### config.mk
export PLATFORM = sky130hd
export DESIGN_NAME = sdc_row
export DESIGN_NICKNAME = d
export VERILOG_FILES = /design/src/sv/sdc_pkg.sv /design/src/sv/sdc_cell.sv /design/src/sv/sdc_row.sv
export SDC_FILE = /design/constraint.sdc
export NUM_CORES = 1
export LEC_CHECK = 0
export ABC_AREA = 0
export BUFFER_PORTS_ARGS = -buffer_cell sky130_fd_sc_hd__buf_2
export CAP_MARGIN = 20
export CORE_UTILIZATION = 60
export CTS_CLUSTER_DIAMETER = 50
export DETAILED_ROUTE_END_ITERATION = 8
export PLACE_DENSITY_LB_ADDON = 0.25
export SLEW_MARGIN = 20
export SYNTH_ARGS = -nofsm -noshare
export SYNTH_HDL_FRONTEND = slang
export SYNTH_SLANG_ARGS = --single-unit
export TNS_END_PERCENT = 10
### constraint.sdc
create_clock -name i_clk -period 8.8 [get_ports i_clk]
set_input_delay 0.44 -clock i_clk [delete_from_list [all_inputs] [get_ports i_clk]]
set_output_delay 0.44 -clock i_clk [all_outputs]
set_load 0.05 [all_outputs]
### src/sv/sdc_pkg.sv
// ---------------------------------------------------------------------------
// sdc_pkg: shared constants and types
// Geometry limits, widths, register indexes and pipeline metadata.
// ---------------------------------------------------------------------------
`default_nettype none
package sdc_pkg;
    localparam int MAX_WIDTH    = 1024;
    localparam int MAX_HEIGHT   = 4096;
    localparam int MAX_DILATION = 7;
    localparam int ROW_SLOTS    = 2 * MAX_DILATION + 3;
    localparam int CHAIN_LEN    = ROW_SLOTS;
    localparam int COL_W        = $clog2(MAX_WIDTH);
    localparam int ROW_W        = $clog2(MAX_HEIGHT);
    localparam int SLOT_W       = $clog2(ROW_SLOTS);
    localparam int TAP_W        = $clog2(CHAIN_LEN);
    localparam int ADDR_W       = SLOT_W + COL_W;
    localparam int MEM_DEPTH    = ROW_SLOTS * MAX_WIDTH;
    localparam int COEF_W       = 16;
    localparam int PROD_W       = COEF_W + 9;
    localparam int SUM_W        = 28;

    localparam logic [2:0] CFG_WIDTH  = 3'd0;
    localparam logic [2:0] CFG_HEIGHT = 3'd1;
    localparam logic [2:0] CFG_STRIDE = 3'd2;
    localparam logic [2:0] CFG_DIL    = 3'd3;
    localparam logic [2:0] CFG_COEF0  = 3'd4;
    localparam logic [2:0] CFG_COEF1  = 3'd5;
    localparam logic [2:0] CFG_COEF2  = 3'd6;

    typedef struct packed {
        logic [ROW_W-1:0] orow;
        logic [COL_W-1:0] ocol;
        logic             win;
        logic             last;
    } t_meta;
endpackage
`default_nettype wire

### src/sv/sdc_cell.sv
// ---------------------------------------------------------------------------
// sdc_cell: one pixel cell of a window row
// Holds one pixel and passes it to its neighbor on each shift.
// ---------------------------------------------------------------------------
`default_nettype none
module sdc_cell
    import sdc_pkg::*;
(
    input  wire        i_clk,
    input  wire        i_shift,
    input  wire  [7:0] i_pix,
    output logic [7:0] o_pix
);
    logic [7:0] r_pix;

    always_ff @(posedge i_clk) begin
        if (i_shift) begin
            r_pix <= i_pix;
        end
    end

    assign o_pix = r_pix;
endmodule
`default_nettype wire

### src/sv/sdc_row.sv
// ---------------------------------------------------------------------------
// sdc_row: one kernel row
// Chain of pixel cells, three dilated taps, products and registered row sum.
// ---------------------------------------------------------------------------
`default_nettype none
module sdc_row
    import sdc_pkg::*;
(
    input  wire                    i_clk,
    input  wire                    i_en,
    input  wire                    i_shift,
    input  wire  [7:0]             i_pix,
    input  wire  [3:0]             i_step,
    input  wire  [3*COEF_W-1:0]    i_coef,
    output logic signed [SUM_W-1:0] o_sum
);
    logic [7:0] w_q [0:CHAIN_LEN-1];
    logic [TAP_W-1:0] w_idx1, w_idx2;
    logic [7:0] w_tap [0:2];
    logic signed [PROD_W-1:0] r_prod [0:2];
    logic signed [SUM_W-1:0]  r_sum;

    genvar g;
    generate
        for (g = 0; g < CHAIN_LEN; g++) begin : g_cell
            if (g == 0) begin : g_head
                sdc_cell u_cell (.i_clk(i_clk), .i_shift(i_shift), .i_pix(i_pix),
                                 .o_pix(w_q[g]));
            end else begin : g_body
                sdc_cell u_cell (.i_clk(i_clk), .i_shift(i_shift), .i_pix(w_q[g-1]),
                                 .o_pix(w_q[g]));
            end
        end
    endgenerate

    // newest pixel is the right tap
    assign w_idx1   = TAP_W'(i_step);
    assign w_idx2   = TAP_W'({i_step, 1'b0});
    assign w_tap[2] = w_q[0];
    assign w_tap[1] = w_q[w_idx1];
    assign w_tap[0] = w_q[w_idx2];

    always_ff @(posedge i_clk) begin
        if (i_en) begin
            for (int k = 0; k < 3; k++) begin
                r_prod[k] <= $signed(i_coef[COEF_W*k +: COEF_W])
                           * $signed({1'b0, w_tap[k]});
            end
            r_sum <= SUM_W'(r_prod[0]) + SUM_W'(r_prod[1]) + SUM_W'(r_prod[2]);
        end
    end

    assign o_sum = r_sum;
endmodule
`default_nettype wire

==> results.md <==
* Reg-to-reg critical path startpoint: g_cell[0].g_head.u_cell.o_pix[4]
* DRC Markers at 0
* Hold path start: i_pix[7]
* Post-route ant nets at 0
* Antenna violations before repair at 4
* R2r setup slk at 2.41 ns
* Critical Path End Type: flip-flop
* TritonCTS clock tree: built
* Number of primary I/O pins at just over 90
* Post-Route WL at 50.1 mm
* Upper clock frequency limit at 153 MHz
* Cells resized by post-CTS repair at 0
* Number of buffers inserted for hold repair after clock tree synthesis at 0
* Die Y-Extent at 204 µm
* Most repeated library cell on the critical path: fa_1
* CP startpoint kind: input pin
* Slowest cell on the critical path: mux4_2
* Drt pass-1 iters at 5
* Flop and latch count out of synthesis at roughly 240
* Grt met3 use at under 10%
* Share of flip-flops with an asynchronous set or reset after synthesis at 0%
* Post-synth EDFFs at 238
* Most crowded layer after global routing: met2
* Peak fanout along the critical path at 30
* Largest clock skew in the final design at roughly 0.016 ns
* Average routed wire per standard cell at 17.8 µm
* Setup repair after global routing missed its margin: false
* Hold Crit Endpoint: g_cell[0].g_head.u_cell.o_pix[7]
* Remaining Overflow, GRT at 0
* Core Footprint at 40,000 µm²
* First DRT Iteration DRCs at between 900 and 1,000
* Setup Total Neg Slack at 0 ns
* Share of the clock period used by the worst path after layout at 74.3%
* GRT met1 Usage at 34.5%
* Mapped Nets at 2,766
* Starting utilization of the core area at 61.3%
* Routability congestion estimate from global placement at ~0.9
* Number of placement rows at 73
* Max Slew Vio Count at 0
* Estimated wirelength of the detail-placed design at 39.5 mm
* Min cycle time layout at 6.53 ns
* Postcts setup bufs at 0
* Maximum buffer depth of the clock tree at 3
* FF-to-FF End: r_prod[0][49]
* Share of layout cells above drive strength 1 at 8.33%
* Worst Setup Path Type: input pin to flip-flop
* Gr usage total at 25.7%
* Flip-flop cell with the highest count after synthesis: edfxtp_1
* Synth area leaders: edfxtp_1 29%, fa_1 27%, ha_1 8.9%
* Vias after detailed routing at 15,600
* Clock Root Buffer: clkbuf_16
* Pin count of the biggest net entering global routing at 94
* Clock edge transition at the registers on the reported setup and hold paths at 0.06 ns
* Max-cap viol count at 0
* R2R depth at 19
* M2 GR Usage at 44.0%
* Cell chain of the critical path: buf_2 > buf_4 > mux4_2 > mux4_2 > nand2_1 > fa_1 > inv_1 > fa_1 > fa_1 > inv_1 > fa_1 > inv_1 > ha_1 > a21o_1 > a221o_1 > a31oi_1 > a31oi_1 > nand2_1 > o21ai_0 > xnor2_1
* Proportion of netlist area held by the largest area contributor at 29.1%
* Vias in the first global route at 16,800
* Port Buf Inserts at 90
* Req. time, crit path at 9.08 ns
* Worst slew margin at 35.8%
* Number of levels in the clock H-tree at 1
* Endpoints failing setup at 0
* Mean instance size in the synthesized netlist at ~11 µm²
* Synth cell types at 63
* Gate count after technology mapping at 2,196
* Cell area after synthesis at 24,500 µm²
* Transition time at the pin with the least slew margin at 0.957 ns
* Signal arrival time at the worst endpoint at 6.82 ns
* Share of the yosys chip area belonging to registers at roughly 30%
* CP max stage delay at a little under 0.7 ns
* Synth area leader: edfxtp_1
* Synthesis warning total at 0
* Number of buffers inserted during clock tree synthesis at 29
* DIE AREA at around 42,000 µm²
* Average via count per standard cell at 5.53
* Hold Path Stages at 1
* Final hold viol count at 0
* Net total in the final layout at about 2,800
* Wire length of the first global-routing pass at 84.3 mm
* Synth-to-layout area growth at 7.17%
* Status: finished clean
* Clock insertion delay at the later pin of the skew report at 0.55 ns
* Type of the worst min-delay path: input pin to flip-flop
* Die Span X at 204 µm
* Clock Sinks at 238
==> cells in the final DEF, fill, tap and decap left out, types with 6 or more instances in the layout <==
cell       Yosys  layout
nand2_1      204     204
fa_1         332     332
nor3_1        10      10
edfxtp_1     238     238
mux2i_1       10      10
o21bai_1      14      14
nor2b_1        7       7
buf_4          1      10
a211oi_1      11      11
a21oi_1       64      64
and2_1       221     221
xnor2_1       57      57
o21ai_1        6       6
clkbuf_16      0      29
inv_1        459     459
nand2b_1      15      15
xor2_1        26      26
nand3_1       11      11
mux4_2        40      40
nor2_1        55      55
nand4_1       13      13
and3_1         7       7
mux4_1        16      16
a31oi_1        6       6
buf_2         13      88
o21ai_0       43      43
o21a_1         9       9
ha_1         175     175
clkbuf_1      28      10
a21o_1        36      36
==> cells by family (layout without fill, tap and decap cells) <==
logic type / count (synthesis) / after routing / synth area share (%)
flip-flops: 238 / 238 / 29.1
multiplexers: 66 / 66 / 5.80
XOR/XNOR: 83 / 83 / 2.96
AND/OR/NAND/NOR: 558 / 558 / 11.6
buffers and inverters: 515 / 612 / 8.44
other: 0 / 1 / 0
adder cells (fa/ha/maj): 507 / 507 / 36.0
AO/OA/AOI/OAI: 229 / 229 / 6.04
==> metrics by stage <==
step                      cell area [µm²]  util, %  std cells  worst slack, ns  hold WS (ns)
after global placement              25400     63.4       2764             1.78         0.423
after detailed placement            25400     63.4       2764             1.67         0.430
after floorplan                     24500        -       2196             2.73         0.417
after CTS                           26300     65.6       2817             2.21        0.0475
final                               26300     65.7       2819             2.27        0.0660
after global routing                26300     65.7       2819             1.81        0.0508
==> flip-flops by register name (all words and copies together), names as in the netlist <==
name / cells
r_prod: 75
o_sum: 27
g_cell.g_body.u_cell.o_pix: 128
g_cell.g_head.u_cell.o_pix: 8
==> final cells by class <==
| class | instances | area (µm²) |
|---|---|---|
| Multi-Input combinational cell | 1443 | 15300 |
| Fill cell | 3066 | 13700 |
| Sequential cell | 238 | 7150 |
| Inverter | 459 | 1720 |
| Tap cell | 525 | 657 |
| Clock inverter | 14 | 136 |
| Timing Repair Buffer | 100 | 547 |
| Antenna cell | 1 | 2.50 |
| Clock buffer | 39 | 763 |
==> critical path, delay by kind of cell <==
family / cells / cell delay (ns)
muxes: 2 / 1.25
adders and majority gates: 5 / 2.17
and+or+nand+nor: 2 / 0.28
AOI/OAI and AO/OA: 5 / 1.17
buffers and inverters: 5 / 1.30
xor gates and xnor gates: 1 / 0.16
==> layer usage <==
layer	wire length [µm]	part of all wire [%]
met1	21100	42
met2	24900	50
met5	27	0.054
met3	3220	6.4
met4	805	1.6
==> Yosys cell counts (14+ instances only) <==
library cell / n
a21oi_1: 64
o21bai_1: 14
nor2_1: 55
and2_1: 221
o21ai_0: 43
xnor2_1: 57
nand2_1: 204
mux4_2: 40
a21o_1: 36
clkbuf_1: 28
fa_1: 332
ha_1: 175
edfxtp_1: 238
mux4_1: 16
inv_1: 459
xor2_1: 26
nand2b_1: 15
==> how the worst max path moves through the flow <==
| stage | from | endpoint | cells past startpoint |
|---|---|---|---|
| floorplan | i_step[2] | r_prod[0][47] | 23 |
| global placement | i_step[0] | r_prod[0][49] | 20 |
| detailed placement | i_step[0] | r_prod[0][49] | 20 |
| CTS | i_step[0] | r_prod[0][49] | 20 |
| global route | i_step[0] | r_prod[0][24] | 22 |
| finish | i_step[0] | r_prod[0][49] | 20 |
Power is not shown: default switching activity piles up to over one toggle a cycle in this logic, so the estimate is an artifact.
